File: config.mk
export PLATFORM = sky130hd
export DESIGN_NAME = styled_line_rasterizer_unit_flat
export DESIGN_NICKNAME = d
export VERILOG_FILES = /design/src/rtl/slr_pkg.sv /design/src/rtl/slr_if.sv /design/src/rtl/styled_line_rasterizer_unit.sv /design/src/flat_wrapper.sv
export SDC_FILE = /design/constraint.sdc
export NUM_CORES = 1
export LEC_CHECK = 0
export BUFFER_PORTS_ARGS = -buffer_cell sky130_fd_sc_hd__buf_2
export CAP_MARGIN = 20
export CORE_MARGIN = 3
export CORE_UTILIZATION = 43
export CTS_BUF_LIST = sky130_fd_sc_hd__clkbuf_16
export DETAILED_ROUTE_END_ITERATION = 10
export SYNTH_ARGS = -nofsm -noshare
export SYNTH_HDL_FRONTEND = slang
export SYNTH_SLANG_ARGS = --single-unit
File: constraint.sdc
create_clock -name clock -period 8.2 [get_ports clock]
set_input_delay 0.82 -clock clock [delete_from_list [all_inputs] [get_ports clock]]
set_output_delay 0.82 -clock clock [all_outputs]
set_load 0.01 [all_outputs]
File: src/rtl/slr_pkg.sv
// slr_pkg: shared types and codes for the styled line rasterizer
`timescale 1ns / 1ps

package slr_pkg;

   // line style register
   typedef logic [2:0] line_style_type;

   localparam line_style_type STYLE_SOLID  = 3'd0;
   localparam line_style_type STYLE_DOTTED = 3'd1;
   localparam line_style_type STYLE_DASHED = 3'd2;
   localparam line_style_type STYLE_BROAD  = 3'd3;
   localparam line_style_type STYLE_NONE   = 3'd4;

   // request modes
   typedef logic mode_type;

   localparam mode_type MODE_START = 1'b0;
   localparam mode_type MODE_STEP  = 1'b1;

   // phase counters for the dotted and dashed patterns
   typedef logic [1:0] phase3_type;
   typedef logic [3:0] phase10_type;

   localparam phase3_type  PHASE3_LAST  = 2'd2;
   localparam phase10_type PHASE10_LAST = 4'd9;
   localparam phase10_type DASH_ON_LEN  = 4'd5;

   // broad style walks a 3x3 neighbourhood, y offset inner
   typedef logic [3:0] nbr_type;
   typedef logic [1:0] nbr_row_type;

   localparam nbr_type     NBR_BEFORE_LAST = 4'd7;
   localparam nbr_row_type NBR_ROW_LAST    = 2'd2;

endpackage

File: src/rtl/slr_if.sv
// slr_if: request, response and csr channel interfaces of the line rasterizer
`timescale 1ns / 1ps

interface slr_req_if #(parameter int COORD_BITS = 10);
   logic                  valid;
   logic                  ready;
   logic                  mode;
   logic [COORD_BITS-1:0] start_x;
   logic [COORD_BITS-1:0] start_y;
   logic [COORD_BITS-1:0] end_x;
   logic [COORD_BITS-1:0] end_y;

   modport source (output valid, mode, start_x, start_y, end_x, end_y, input ready);
   modport sink   (input valid, mode, start_x, start_y, end_x, end_y, output ready);
endinterface

interface slr_rsp_if #(parameter int COORD_BITS = 10);
   logic                         valid;
   logic                         ready;
   logic                         pixel_valid;
   logic signed [COORD_BITS+1:0] pixel_x;
   logic signed [COORD_BITS+1:0] pixel_y;
   logic                         last_of_step;
   logic                         line_done;

   modport source (output valid, pixel_valid, pixel_x, pixel_y, last_of_step, line_done,
                   input ready);
   modport sink   (input valid, pixel_valid, pixel_x, pixel_y, last_of_step, line_done,
                   output ready);
endinterface

interface slr_csr_if;
   logic       valid;
   logic       ready;
   logic [2:0] data;

   modport source (output valid, data, input ready);
   modport sink   (input valid, data, output ready);
endinterface

File: src/rtl/styled_line_rasterizer_unit.sv
// styled_line_rasterizer_unit: Bresenham line rasterizer with line styles
`timescale 1ns / 1ps

// Usage
//   req_bus: a start request (mode 0) loads both endpoints and returns nothing;
//     a step request (mode 1) plots the current point in the selected style and
//     advances the line by one Bresenham step.
//   rsp_bus: one response per step request, nine for the broad style; the last
//     one of a step carries last_of_step, line_done flags the final step.
//   csr_bus: writes the 3-bit line style; always ready, write only while idle.
// Latency: the first response of a step is valid the cycle after the request
//   is taken.
// Throughput: one request per cycle for solid, dotted, dashed and blank styles
//   while rsp_bus is ready; a broad step holds the response register until
//   its nine responses have left, which is what sets the rate for that style.
// Reset: no line is active and the style is solid; a step without a line gives
//   one empty response with line_done set.
// Stall: when rsp_bus is not ready the response register holds and req_bus
//   ready drops, except that a new request is taken in the cycle the last
//   response of the previous step leaves.

module styled_line_rasterizer_unit
   import slr_pkg::*;
#(
   parameter int COORD_BITS = 10
) (
   input  logic clock,
   input  logic reset,
   slr_req_if.sink   req_bus,
   slr_rsp_if.source rsp_bus,
   slr_csr_if.sink   csr_bus
);

   localparam int PIX_BITS = COORD_BITS + 2;
   localparam int ERR_BITS = COORD_BITS + 3;

   // line state
   line_style_type               line_style_ff;
   logic                         line_active_ff, line_active_in;
   logic [COORD_BITS-1:0]        cur_x_ff, cur_x_in;
   logic [COORD_BITS-1:0]        cur_y_ff, cur_y_in;
   logic signed [ERR_BITS-1:0]   error_term_ff, error_term_in;
   logic [COORD_BITS-1:0]        major_len_ff, major_len_in;
   logic [COORD_BITS-1:0]        minor_len_ff, minor_len_in;
   logic signed [1:0]            step_sign_x_ff, step_sign_x_in;
   logic signed [1:0]            step_sign_y_ff, step_sign_y_in;
   logic                         axes_swapped_ff, axes_swapped_in;
   logic [COORD_BITS-1:0]        step_index_ff, step_index_in;
   phase3_type                   phase_mod3_ff, phase_mod3_in;
   phase10_type                  phase_mod10_ff, phase_mod10_in;

   // response register
   logic                         busy_ff, busy_in;
   logic                         pix_valid_ff, pix_valid_in;
   logic [PIX_BITS-1:0]          pix_x_ff, pix_x_in;
   logic [PIX_BITS-1:0]          pix_y_ff, pix_y_in;
   logic                         last_ff, last_in;
   logic                         done_ff, done_in;
   logic                         broad_ff, broad_in;
   nbr_type                      nbr_ff, nbr_in;
   nbr_row_type                  nbr_row_ff, nbr_row_in;

   logic                         req_take;
   logic                         rsp_take;
   logic                         step_take;
   logic                         start_take;

   // setup terms
   logic signed [COORD_BITS:0]   dx, dy;
   logic [COORD_BITS-1:0]        adx, ady;
   logic                         swap_new;

   // step terms
   logic                         step_done;
   logic                         emit;
   logic                         err_ge;
   logic                         move_x, move_y;
   logic [COORD_BITS-1:0]        sign_ext_x, sign_ext_y;
   logic [ERR_BITS-1:0]          two_major, two_minor;

   // handshakes
   assign rsp_take   = rsp_bus.valid & rsp_bus.ready;
   assign req_bus.ready = ~busy_ff | (rsp_bus.ready & last_ff);
   assign req_take   = req_bus.valid & req_bus.ready;
   assign step_take  = req_take & (req_bus.mode == MODE_STEP);
   assign start_take = req_take & (req_bus.mode == MODE_START);
   assign csr_bus.ready = 1'b1;

   // line setup from endpoints
   always_comb begin
      dx = $signed({1'b0, req_bus.end_x}) - $signed({1'b0, req_bus.start_x});
      dy = $signed({1'b0, req_bus.end_y}) - $signed({1'b0, req_bus.start_y});
      adx = dx[COORD_BITS] ? COORD_BITS'(-dx) : dx[COORD_BITS-1:0];
      ady = dy[COORD_BITS] ? COORD_BITS'(-dy) : dy[COORD_BITS-1:0];
      swap_new = ady > adx;
   end

   // bresenham step and style decode
   always_comb begin
      step_done  = ({1'b0, step_index_ff} + 1'b1) >= {1'b0, major_len_ff};
      err_ge     = ~error_term_ff[ERR_BITS-1];
      move_x     = axes_swapped_ff ? err_ge : 1'b1;
      move_y     = axes_swapped_ff ? 1'b1 : err_ge;
      sign_ext_x = {{(COORD_BITS-2){step_sign_x_ff[1]}}, step_sign_x_ff};
      sign_ext_y = {{(COORD_BITS-2){step_sign_y_ff[1]}}, step_sign_y_ff};
      two_major  = {2'b00, major_len_ff, 1'b0};
      two_minor  = {2'b00, minor_len_ff, 1'b0};
      unique case (line_style_ff)
         STYLE_SOLID:  emit = 1'b1;
         STYLE_DOTTED: emit = phase_mod3_ff != '0;
         STYLE_DASHED: emit = phase_mod10_ff < DASH_ON_LEN;
         STYLE_BROAD:  emit = 1'b1;
         default:      emit = 1'b0;
      endcase
   end

   // next line state
   always_comb begin
      line_active_in  = line_active_ff;
      cur_x_in        = cur_x_ff;
      cur_y_in        = cur_y_ff;
      error_term_in   = error_term_ff;
      major_len_in    = major_len_ff;
      minor_len_in    = minor_len_ff;
      step_sign_x_in  = step_sign_x_ff;
      step_sign_y_in  = step_sign_y_ff;
      axes_swapped_in = axes_swapped_ff;
      step_index_in   = step_index_ff;
      phase_mod3_in   = phase_mod3_ff;
      phase_mod10_in  = phase_mod10_ff;
      priority if (start_take) begin
         cur_x_in        = req_bus.start_x;
         cur_y_in        = req_bus.start_y;
         step_sign_x_in  = (dx == '0) ? 2'sd0 : (dx[COORD_BITS] ? -2'sd1 : 2'sd1);
         step_sign_y_in  = (dy == '0) ? 2'sd0 : (dy[COORD_BITS] ? -2'sd1 : 2'sd1);
         axes_swapped_in = swap_new;
         major_len_in    = swap_new ? ady : adx;
         minor_len_in    = swap_new ? adx : ady;
         error_term_in   = $signed({2'b00, minor_len_in, 1'b0})
                         - $signed({3'b000, major_len_in});
         step_index_in   = '0;
         phase_mod3_in   = '0;
         phase_mod10_in  = '0;
         line_active_in  = major_len_in != '0;
      end else if (step_take && line_active_ff) begin
         if (move_x) cur_x_in = cur_x_ff + sign_ext_x;
         if (move_y) cur_y_in = cur_y_ff + sign_ext_y;
         error_term_in  = $signed(ERR_BITS'(error_term_ff - (err_ge ? two_major : '0)
                                            + two_minor));
         step_index_in  = step_index_ff + 1'b1;
         phase_mod3_in  = (phase_mod3_ff == PHASE3_LAST) ? '0 : phase_mod3_ff + 1'b1;
         phase_mod10_in = (phase_mod10_ff == PHASE10_LAST) ? '0 : phase_mod10_ff + 1'b1;
         if (step_done) line_active_in = 1'b0;
      end else begin
      end
   end

   // next response register: load on a step, walk the broad block on each take
   always_comb begin
      busy_in      = busy_ff;
      pix_valid_in = pix_valid_ff;
      pix_x_in     = pix_x_ff;
      pix_y_in     = pix_y_ff;
      last_in      = last_ff;
      done_in      = done_ff;
      broad_in     = broad_ff;
      nbr_in       = nbr_ff;
      nbr_row_in   = nbr_row_ff;
      priority if (step_take) begin
         busy_in    = 1'b1;
         nbr_in     = '0;
         nbr_row_in = '0;
         if (!line_active_ff) begin
            pix_valid_in = 1'b0;
            pix_x_in     = '0;
            pix_y_in     = '0;
            last_in      = 1'b1;
            done_in      = 1'b1;
            broad_in     = 1'b0;
         end else begin
            done_in      = step_done;
            pix_valid_in = emit;
            broad_in     = line_style_ff == STYLE_BROAD;
            last_in      = ~broad_in;
            if (!emit) begin
               pix_x_in = '0;
               pix_y_in = '0;
            end else if (broad_in) begin
               pix_x_in = {2'b00, cur_x_ff} - 1'b1;
               pix_y_in = {2'b00, cur_y_ff} - 1'b1;
            end else begin
               pix_x_in = {2'b00, cur_x_ff};
               pix_y_in = {2'b00, cur_y_ff};
            end
         end
      end else if (rsp_take) begin
         if (last_ff) begin
            busy_in = 1'b0;
         end else begin
            nbr_in  = nbr_ff + 1'b1;
            last_in = nbr_ff == NBR_BEFORE_LAST;
            if (nbr_row_ff == NBR_ROW_LAST) begin
               nbr_row_in = '0;
               pix_x_in   = pix_x_ff + 1'b1;
               pix_y_in   = pix_y_ff - PIX_BITS'(2);
            end else begin
               nbr_row_in = nbr_row_ff + 1'b1;
               pix_y_in   = pix_y_ff + 1'b1;
            end
         end
      end else begin
      end
   end

   // control registers
   always_ff @(posedge clock) begin
      if (reset) begin
         line_style_ff  <= STYLE_SOLID;
         line_active_ff <= 1'b0;
         busy_ff        <= 1'b0;
      end else begin
         if (csr_bus.valid && csr_bus.ready) line_style_ff <= csr_bus.data;
         line_active_ff <= line_active_in;
         busy_ff        <= busy_in;
      end
   end

   // payload registers
   always_ff @(posedge clock) begin
      cur_x_ff        <= cur_x_in;
      cur_y_ff        <= cur_y_in;
      error_term_ff   <= error_term_in;
      major_len_ff    <= major_len_in;
      minor_len_ff    <= minor_len_in;
      step_sign_x_ff  <= step_sign_x_in;
      step_sign_y_ff  <= step_sign_y_in;
      axes_swapped_ff <= axes_swapped_in;
      step_index_ff   <= step_index_in;
      phase_mod3_ff   <= phase_mod3_in;
      phase_mod10_ff  <= phase_mod10_in;
      pix_valid_ff    <= pix_valid_in;
      pix_x_ff        <= pix_x_in;
      pix_y_ff        <= pix_y_in;
      last_ff         <= last_in;
      done_ff         <= done_in;
      broad_ff        <= broad_in;
      nbr_ff          <= nbr_in;
      nbr_row_ff      <= nbr_row_in;
   end

   // response outputs
   assign rsp_bus.valid        = busy_ff;
   assign rsp_bus.pixel_valid  = pix_valid_ff;
   assign rsp_bus.pixel_x      = $signed(pix_x_ff);
   assign rsp_bus.pixel_y      = $signed(pix_y_ff);
   assign rsp_bus.last_of_step = last_ff;
   assign rsp_bus.line_done    = done_ff;

   // a new request only enters as the last response of the previous step leaves
   a_no_overrun: assert property (@(posedge clock) disable iff (reset)
      (req_take && busy_ff) |-> (rsp_bus.ready && last_ff))
      else $error("request taken while a step still has responses pending");

   // a step with no active line answers with one empty, final response
   a_idle_step: assert property (@(posedge clock) disable iff (reset)
      (step_take && !line_active_ff) |=>
         (rsp_bus.valid && !rsp_bus.pixel_valid && rsp_bus.last_of_step && rsp_bus.line_done))
      else $error("step without a line gave a wrong response");

   // the broad walk never runs past the ninth pixel, and ends exactly there
   a_broad_walk: assert property (@(posedge clock) disable iff (reset)
      (busy_ff && broad_ff) |-> ((nbr_ff <= 4'd8) && (last_ff == (nbr_ff == 4'd8))))
      else $error("broad neighbourhood walk out of step");

   // a finished line is no longer active
   a_done_clears: assert property (@(posedge clock) disable iff (reset)
      (step_take && line_active_ff && step_done) |=> !line_active_ff)
      else $error("line still active after its final step");

endmodule

File: src/flat_wrapper.sv
// flat-port wrapper written by rule: the top's interface ports become plain ports
module styled_line_rasterizer_unit_flat import slr_pkg::*;
#(
   parameter int COORD_BITS = 10
)
  (clock, reset, req_bus_valid, req_bus_mode, req_bus_start_x, req_bus_start_y, req_bus_end_x, req_bus_end_y, req_bus_ready, rsp_bus_valid, rsp_bus_pixel_valid, rsp_bus_pixel_x, rsp_bus_pixel_y, rsp_bus_last_of_step, rsp_bus_line_done, rsp_bus_ready, csr_bus_valid, csr_bus_data, csr_bus_ready);
  slr_req_if #(.COORD_BITS(COORD_BITS)) req_bus_i ();
  slr_rsp_if #(.COORD_BITS(COORD_BITS)) rsp_bus_i ();
  slr_csr_if csr_bus_i ();
  input  logic clock;
  input  logic reset;
  input wire logic [$bits(req_bus_i.valid)-1:0] req_bus_valid;
  input wire logic [$bits(req_bus_i.mode)-1:0] req_bus_mode;
  input wire logic [$bits(req_bus_i.start_x)-1:0] req_bus_start_x;
  input wire logic [$bits(req_bus_i.start_y)-1:0] req_bus_start_y;
  input wire logic [$bits(req_bus_i.end_x)-1:0] req_bus_end_x;
  input wire logic [$bits(req_bus_i.end_y)-1:0] req_bus_end_y;
  output wire logic [$bits(req_bus_i.ready)-1:0] req_bus_ready;
  output wire logic [$bits(rsp_bus_i.valid)-1:0] rsp_bus_valid;
  output wire logic [$bits(rsp_bus_i.pixel_valid)-1:0] rsp_bus_pixel_valid;
  output wire logic [$bits(rsp_bus_i.pixel_x)-1:0] rsp_bus_pixel_x;
  output wire logic [$bits(rsp_bus_i.pixel_y)-1:0] rsp_bus_pixel_y;
  output wire logic [$bits(rsp_bus_i.last_of_step)-1:0] rsp_bus_last_of_step;
  output wire logic [$bits(rsp_bus_i.line_done)-1:0] rsp_bus_line_done;
  input wire logic [$bits(rsp_bus_i.ready)-1:0] rsp_bus_ready;
  input wire logic [$bits(csr_bus_i.valid)-1:0] csr_bus_valid;
  input wire logic [$bits(csr_bus_i.data)-1:0] csr_bus_data;
  output wire logic [$bits(csr_bus_i.ready)-1:0] csr_bus_ready;
  assign req_bus_i.valid = req_bus_valid;
  assign req_bus_i.mode = req_bus_mode;
  assign req_bus_i.start_x = req_bus_start_x;
  assign req_bus_i.start_y = req_bus_start_y;
  assign req_bus_i.end_x = req_bus_end_x;
  assign req_bus_i.end_y = req_bus_end_y;
  assign req_bus_ready = req_bus_i.ready;
  assign rsp_bus_valid = rsp_bus_i.valid;
  assign rsp_bus_pixel_valid = rsp_bus_i.pixel_valid;
  assign rsp_bus_pixel_x = rsp_bus_i.pixel_x;
  assign rsp_bus_pixel_y = rsp_bus_i.pixel_y;
  assign rsp_bus_last_of_step = rsp_bus_i.last_of_step;
  assign rsp_bus_line_done = rsp_bus_i.line_done;
  assign rsp_bus_i.ready = rsp_bus_ready;
  assign csr_bus_i.valid = csr_bus_valid;
  assign csr_bus_i.data = csr_bus_data;
  assign csr_bus_ready = csr_bus_i.ready;
  styled_line_rasterizer_unit #(.COORD_BITS(COORD_BITS)) u_core (.clock(clock), .reset(reset), .req_bus(req_bus_i), .rsp_bus(rsp_bus_i), .csr_bus(csr_bus_i));
endmodule
==> results of run 1 <==
==> power groups by stage <==
stage	combinational, µW	clock (µW)	sequential [µW]
floorplan	1520	0	818
global placement	1900	0	838
detailed placement	1920	0	839
CTS	1930	441	827
global route	2190	462	838
finish	1930	428	826
==> final cells by class <==
class / count / area [µm²] / area share, %
Sequential cell: 111 / 3060 / 28.9
Clock inverter: 7 / 52.6 / 0.497
Timing Repair Buffer: 83 / 450 / 4.26
Clock buffer: 9 / 225 / 2.13
Inverter: 139 / 522 / 4.93
Tap cell: 280 / 350 / 3.31
Multi-Input combinational cell: 823 / 5920 / 55.9
==> worst max-delay path: cells and delay by family <==
kind            cells  cell delay, ns
fa+ha+maj           5            1.50
mux                 1            0.28
buf+inv             3            0.30
xor+xnor            1            0.11
simple gates        7            1.45
compound gates     12            3.28
==> how the worst min path moves through the flow <==
stage	start	to	slack [ns]	cells after the start
final	u_core.phase_mod3_ff[0]$_SDFFE_PP0P_	u_core.phase_mod3_ff[1]$_SDFFE_PP0P_	0.48	2
after global routing	u_core.nbr_ff[1]$_SDFFE_PP0P_	u_core.nbr_ff[1]$_SDFFE_PP0P_	0.50	2
after CTS	u_core.phase_mod3_ff[0]$_SDFFE_PP0P_	u_core.phase_mod3_ff[1]$_SDFFE_PP0P_	0.48	2
after detailed placement	u_core.phase_mod3_ff[0]$_SDFFE_PP0P_	u_core.phase_mod3_ff[1]$_SDFFE_PP0P_	0.47	2
after global placement	u_core.phase_mod3_ff[0]$_SDFFE_PP0P_	u_core.phase_mod3_ff[1]$_SDFFE_PP0P_	0.46	2
after floorplan	u_core.phase_mod3_ff[0]$_SDFFE_PP0P_	u_core.phase_mod3_ff[1]$_SDFFE_PP0P_	0.44	2
==> routing by layer <==
metal	share of wire, %	routed length [µm]
met2	46	10400
met4	1.3	292
met3	4.0	921
met1	49	11200
met5	0	0
==> stage by stage <==
| step | setup WS [ns] | power, µW |
|---|---|---|
| after floorplan | 1.03 | 2340 |
| after global placement | 0.527 | 2740 |
| after detailed placement | 0.331 | 2760 |
| after CTS | 0.692 | 3200 |
| after global routing | 0.0670 | 3490 |
| final | 0.634 | 3180 |
==> flip-flops by register name, summed over array words and instances (netlist names), 2 cells and up <==
name and cells:
u_core.error_term_ff 12, u_core.rsp_bus.pixel_x 12, u_core.rsp_bus.pixel_y 12, u_core.cur_x_ff 10, u_core.cur_y_ff 10, u_core.major_len_ff 10, u_core.minor_len_ff 10, u_core.step_index_ff 10
u_core.nbr_ff 4, u_core.phase_mod10_ff 4, u_core.line_style_ff 3, u_core.nbr_row_ff 2, u_core.phase_mod3_ff 2, u_core.step_sign_x_ff 2, u_core.step_sign_y_ff 2
==> cell usage in the layout, fill, tap and decap left out, drive strengths merged, types with 7 or more instances in the layout <==
| master | count |
|---|---|
| inv | 145 |
| nor2 | 93 |
| nand2 | 90 |
| a21oi | 86 |
| ha | 84 |
| edfxtp | 84 |
| buf | 83 |
| xnor2 | 61 |
| o21ai | 53 |
| xor2 | 45 |
| nand3 | 42 |
| nor3 | 28 |
| dfxtp | 27 |
| a21o | 23 |
| o22ai | 17 |
| fa | 16 |
| nand2b | 11 |
| nor2b | 11 |
| o31ai | 11 |
| or3 | 10 |
| nor3b | 9 |
| nor4 | 9 |
| clkbuf | 9 |
| mux2i | 8 |
| nand4 | 7 |
| and2 | 7 |
| a211oi | 7 |
| o21a | 7 |
==> kinds of logic after synthesis <==
family	after synthesis
and+or+nand+nor	348
AOI/OAI and AO/OA	248
xor gates and xnor gates	108
DFF	111
muxes	13
buffers and inverters	168
adders and majority gates	105
other	1
==> flow_metrics.py, run 1 <==
metrics = {
    "cells_and_area": {
        "nNetsFinal": 1316,
        "drive_gt1_share_pct": 11.8,
        "areaGrowthSynthToFinish_pct": 9.93,
        "antenna_cells": 0,
        "fin_area_um2": 10600,
        "nFillCells": 2175,
        "fin_cells": 1452,
        "finish.utilization_pct": 48.3,
    },
    "pwr": {
        "p_seq_share_pct": 25.9,
        "power_leakage_uw": 0.00459,
        "power_frac_comb_pct": 60.6,
        "p_clk_share_pct": 13.4,
        "ir_worst_vdd_mv": 0.207,
        "p_int_uw": 1790,
        "p_per_area_nw_per_um2": 301,
        "p_switching_uw": 1400,
        "switching_share_pct": 43.9,
    },
    "die": {
        "initial_core_util_pct": 44.0,
        "pin_count": 79,
        "die_area_um2": 24200,
        "die_h_um": 156,
        "core_area_um2": 21900,
        "die_x_um": 156,
        "num_rows": 54,
    },
    "status": {
        "status": "finished, final reports clean",
    },
    "synth": {
        "ys.flop_type": "edfxtp_1",
        "async_reset_ff_share_pct": 0,
        "synth_top_family_by_area": "simple AND/OR/NAND/NOR gates",
        "yosysTopAreaCellShare_pct": 26.2,
        "ys_top_cells_by_area": "edfxtp_1 26%, ha_1 11%, dfxtp_1 5.6%, xnor2_1 5.5%, inv_1 5.2%",
        "syn-instance-count": 1102,
        "synthAdderAreaFrac_pct": 14.8,
        "netlist_area_um2": 9630,
        "yosysSeqAreaShare_pct": 31.8,
        "synthSimpleGateAreaFrac_pct": 17.9,
        "synth_edf_count": 84,
        "ys_warn_count": 0,
        "yosysMostFrequentCell": "inv_1",
        "syn_avg_cell_area_um2": 8.74,
        "ys_top_cells_by_count": "134 x inv_1, 92 x nor2_1, 90 x nand2_1",
        "yosys-mux-area-fraction_pct": 1.46,
        "synth_xor_area_share_pct": 10.1,
        "syn_nets": 1251,
        "synth_top_area_cell": "edfxtp_1",
        "synth.distinct_cells": 87,
        "synth-compound-area-share_pct": 17.2,
        "synth-seq-cells": 111,
    },
    "placed_design": {
        "portBuffers": 77,
        "place_congestion": 0.886,
        "hpwl_mm": 18.0,
        "placed_cells": 1435,
        "place_area_um2": 10300,
    },
    "clock_tree": {
        "postCtsSetupBuffers": 0,
        "cts_tree": "yes",
        "htree_levels": 3,
        "clkSlewWorstSetupHoldPaths_ns": 0.08,
        "clk_latency_ns": 0.36,
        "cts_hold_buf": 0,
        "cts_buffers": 9,
        "cts_num_sinks": 111,
        "cts_buffer_depth": 2,
        "cts_resized": 0,
        "cts_root_buffer": "clkbuf_16",
    },
    "worst_setup_path": {
        "crit_start": "req_bus_end_x[0]",
        "cpMostUsedCell": "ha_1",
        "reg2reg_slack_ns": 4.12,
        "start_kind": "input port",
        "max_stage_delay_ns": 0.60,
        "crit_slowest_cell": "a2111oi_0",
        "critPathKind": "input port to flip-flop",
        "reg2reg_from": "u_core.error_term_ff[12]$_DFFE_PP_",
        "arrival_ns": 7.76,
        "worstPathMaxFanout": 20,
        "endpoint": "u_core.error_term_ff[9]$_DFFE_PP_",
        "cp-end-kind": "flip-flop",
        "crit_required_ns": 8.40,
        "reg2reg_to": "u_core.error_term_ff[12]$_DFFE_PP_",
        "reg2regPathDepth": 16,
    },
    "routing": {
        "wl_mm": 22.8,
        "drtIter0Drc": 425,
        "vias_per_cell": 5.35,
        "drt_first_pass_iters": 5,
        "postRouteAntennaNets": 0,
        "vias": 7770,
        "post-route-drc-count": 0,
        "wl_per_cell_um": 15.7,
    },
    "global_routing": {
        "grt-ovfl-total": 0,
        "track_usage_pct": 18.9,
        "grt_pass1_vias": 7364,
        "use_met2_pct": 31.4,
        "grt_max_degree": 57,
        "busiest_layer": "met2",
        "antenna_found_initial": 0,
        "use_met1_pct": 26.7,
        "grt_pass1_wl_mm": 37.4,
        "gr-usage-met3_pct": 1.94,
    },
    "sta": {
        "tightest_slew_ns": 0.894,
        "fmax_mhz": 132,
        "final.min_clock_period_ns": 7.57,
        "report.final.setup_viol": 0,
        "rsz0062_at_grt": "false",
        "tns_ns": 0,
        "slew-limit-headroom_pct": 40.2,
        "drv_slew": 0,
        "hold_viol_final": 0,
        "hold_slack_ns": 0.481,
        "finClkSkew_ns": 0.0115,
        "fin_crit_sh_pct": 92.3,
    },
    "job": {
        "drv_cap": 0,
    },
    "hold_path": {
        "hp-class": "flip-flop to flip-flop",
    },
}
No activity file was read; power rests on OpenSTA's default activity.
==> inputs of run 2 (changes only) <==
--- a/config.mk
+++ b/config.mk
@@ -11,6 +11,7 @@
 export CORE_UTILIZATION = 43
 export CTS_BUF_LIST = sky130_fd_sc_hd__clkbuf_16
 export DETAILED_ROUTE_END_ITERATION = 10
+export GPL_TIMING_DRIVEN = 0
 export SYNTH_ARGS = -nofsm -noshare
 export SYNTH_HDL_FRONTEND = slang
 export SYNTH_SLANG_ARGS = --single-unit
==> constraint.sdc (replaced) <==
create_clock -name clock -period 6.88 [get_ports clock]
set_input_delay 0.688 -clock clock [delete_from_list [all_inputs] [get_ports clock]]
set_output_delay 0.688 -clock clock [all_outputs]
set_load 0.01 [all_outputs]
==> run 2 against run 1 <==
Final cell count increased by 3.0%; sequential power up 18%; total power up 28%; clock-buffer cell count is the same; cell area up 4.3%; largest power group unchanged; routed wire length is 8.0% higher; utilization grew 2.1 points.
==> flow_metrics.py, run 2 (synthesized netlist as in run 1, its figures left out) <==
metrics = {
    "sta": {
        "worst_slack_ns": 0.258,
        "drv_slew": 0,
        "slew-limit-headroom_pct": 46.6,
        "hold_slack_ns": 0.484,
        "tns_ns": 0,
        "report.final.setup_viol": 0,
        "finClkSkew_ns": 0.00637,
        "fmax_mhz": 151,
        "final.min_clock_period_ns": 6.62,
        "tightest_slew_ns": 0.800,
        "fin_crit_sh_pct": 96.3,
        "hold_viol_final": 0,
    },
    "worst_setup_path": {
        "start_kind": "input port",
        "cp-end-kind": "flip-flop",
        "crit_slowest_cell": "a2111o_1",
        "arrival_ns": 6.81,
        "crit_required_ns": 7.07,
        "cpMostUsedCell": "o21a_1",
        "worstPathMaxFanout": 5,
        "reg2reg_slack_ns": 2.61,
        "max_stage_delay_ns": 0.40,
        "critPathKind": "input port to flip-flop",
    },
    "routing": {
        "drtIter0Drc": 481,
        "wl_per_cell_um": 16.5,
        "vias": 7978,
        "wl_mm": 24.6,
        "drt_first_pass_iters": 5,
        "post-route-drc-count": 0,
        "vias_per_cell": 5.34,
        "postRouteAntennaNets": 0,
    },
    "cells_and_area": {
        "areaGrowthSynthToFinish_pct": 14.7,
        "nNetsFinal": 1359,
        "antenna_cells": 0,
        "layout_commonest_cell": "inv_1",
        "drive_gt1_share_pct": 15.4,
        "finish.utilization_pct": 50.4,
        "layout_common_cells": "135 x inv_1, 92 x nor2_1, 89 x nand2_1, 84 x edfxtp_1, 81 x ha_1",
    },
    "die": {
        "pin_count": 79,
        "die_h_um": 156,
        "core_area_um2": 21900,
        "num_rows": 54,
        "die_area_um2": 24200,
        "initial_core_util_pct": 44.0,
        "die_x_um": 156,
    },
    "global_routing": {
        "track_usage_pct": 20.2,
        "antenna_found_initial": 0,
        "grt_pass1_wl_mm": 39.6,
        "grt_pass1_vias": 7842,
        "grt-ovfl-total": 0,
        "grt_max_degree": 35,
    },
    "clock_tree": {
        "cts_buffers": 9,
        "cts_hold_buf": 0,
        "cts_buffer_depth": 2,
        "cts_root_buffer": "clkbuf_16",
        "clkSlewWorstSetupHoldPaths_ns": 0.08,
        "htree_levels": 3,
        "cts_num_sinks": 111,
        "cts_tree": "yes",
        "clk_latency_ns": 0.35,
    },
    "status": {
        "status": "finished, final reports clean",
    },
    "placed_design": {
        "post-place-ws_ns": -0.931,
        "place_congestion": 0.889,
        "portBuffers": 77,
        "hpwl_mm": 19.5,
    },
    "hold_path": {
        "hp-class": "flip-flop to flip-flop",
    },
    "pwr": {
        "p_switching_uw": 1780,
        "ir_worst_vdd_mv": 0.180,
        "p_per_area_nw_per_um2": 369,
        "power.total_uw": 4080,
        "power_frac_comb_pct": 63.7,
        "power_leakage_uw": 0.00476,
        "switching_share_pct": 43.6,
        "p_seq_share_pct": 23.9,
        "p_int_uw": 2300,
        "p_clk_share_pct": 12.4,
    },
    "job": {
        "drv_cap": 0,
    },
}
## run 2: cell count changes in the layout (fill, tap and decap cells not counted), sizes merged
cell / change
clkbuf: +23
clkinv: +3
inv: -3
buf: +20
## run 2: timing repair
| item | CTS | global route |
|---|---|---|
| pin swaps | 7 | 16 |
| gates resized for setup | 17 | 26 |
| buffers inserted | 6 | 10 |
| gates cloned | 0 | 1 |
| setup endpoints to repair | 8 | 7 |
## run 2: layout make-up
class	count	area, µm²
fillers	2184	10900
multi-input cells	823	6140
flip-flops and latches	111	3060
repair buffers	97	553
inverters	139	524
well taps	280	350
clock buffers	9	225
plain buffers	29	140
clock inverters	7	46.3
## run 2: final timing paths
kind	endpoint	from	depth (start not counted)
worst max register to register	u_core.error_term_ff[12]$_DFFE_PP_	u_core.error_term_ff[12]$_DFFE_PP_	17
worst max-delay path	u_core.error_term_ff[9]$_DFFE_PP_	req_bus_end_y[0]	32
worst min register to register	u_core.phase_mod3_ff[1]$_SDFFE_PP0P_	u_core.phase_mod3_ff[0]$_SDFFE_PP0P_	2
worst min-delay path	u_core.phase_mod3_ff[1]$_SDFFE_PP0P_	u_core.phase_mod3_ff[0]$_SDFFE_PP0P_	2
## run 2: power by group through the flow
| stage | registers [µW] | clock network (µW) | logic, µW |
|---|---|---|---|
| 5_1_grt | 989 | 544 | 2920 |
| 4_1_cts | 977 | 511 | 2430 |
| 6_report | 976 | 505 | 2600 |
| 3_5_place_dp | 992 | 0 | 2330 |
| 3_3_place_gp | 990 | 0 | 2290 |
| 2_1_floorplan | 975 | 0 | 1820 |
## run 2: worst max-delay path, delay by kind of cell
family | cells | cell delay, ns
and+or+nand+nor | 5 | 0.95
adders and majority gates | 4 | 1.15
buffers and inverters | 6 | 0.46
muxes | 1 | 0.26
AOI/OAI and AO/OA | 16 | 3.31
## run 2: stage by stage
| step | area [µm²] | cells |
|---|---|---|
| after floorplan | 9630 | 1102 |
| after global placement | 10400 | 1459 |
| after detailed placement | 10400 | 1462 |
| after CTS | 10800 | 1484 |
| after global routing | 11000 | 1495 |
| final | 11000 | 1495 |
## run 2: routing by layer
layer	track usage (%)	routed length, µm	vias up
met5	0	0	-
met4	6.21	557	0
met2	33.8	11500	147
li1	-	-	4076
met3	2.86	943	31
met1	27.3	11600	3724
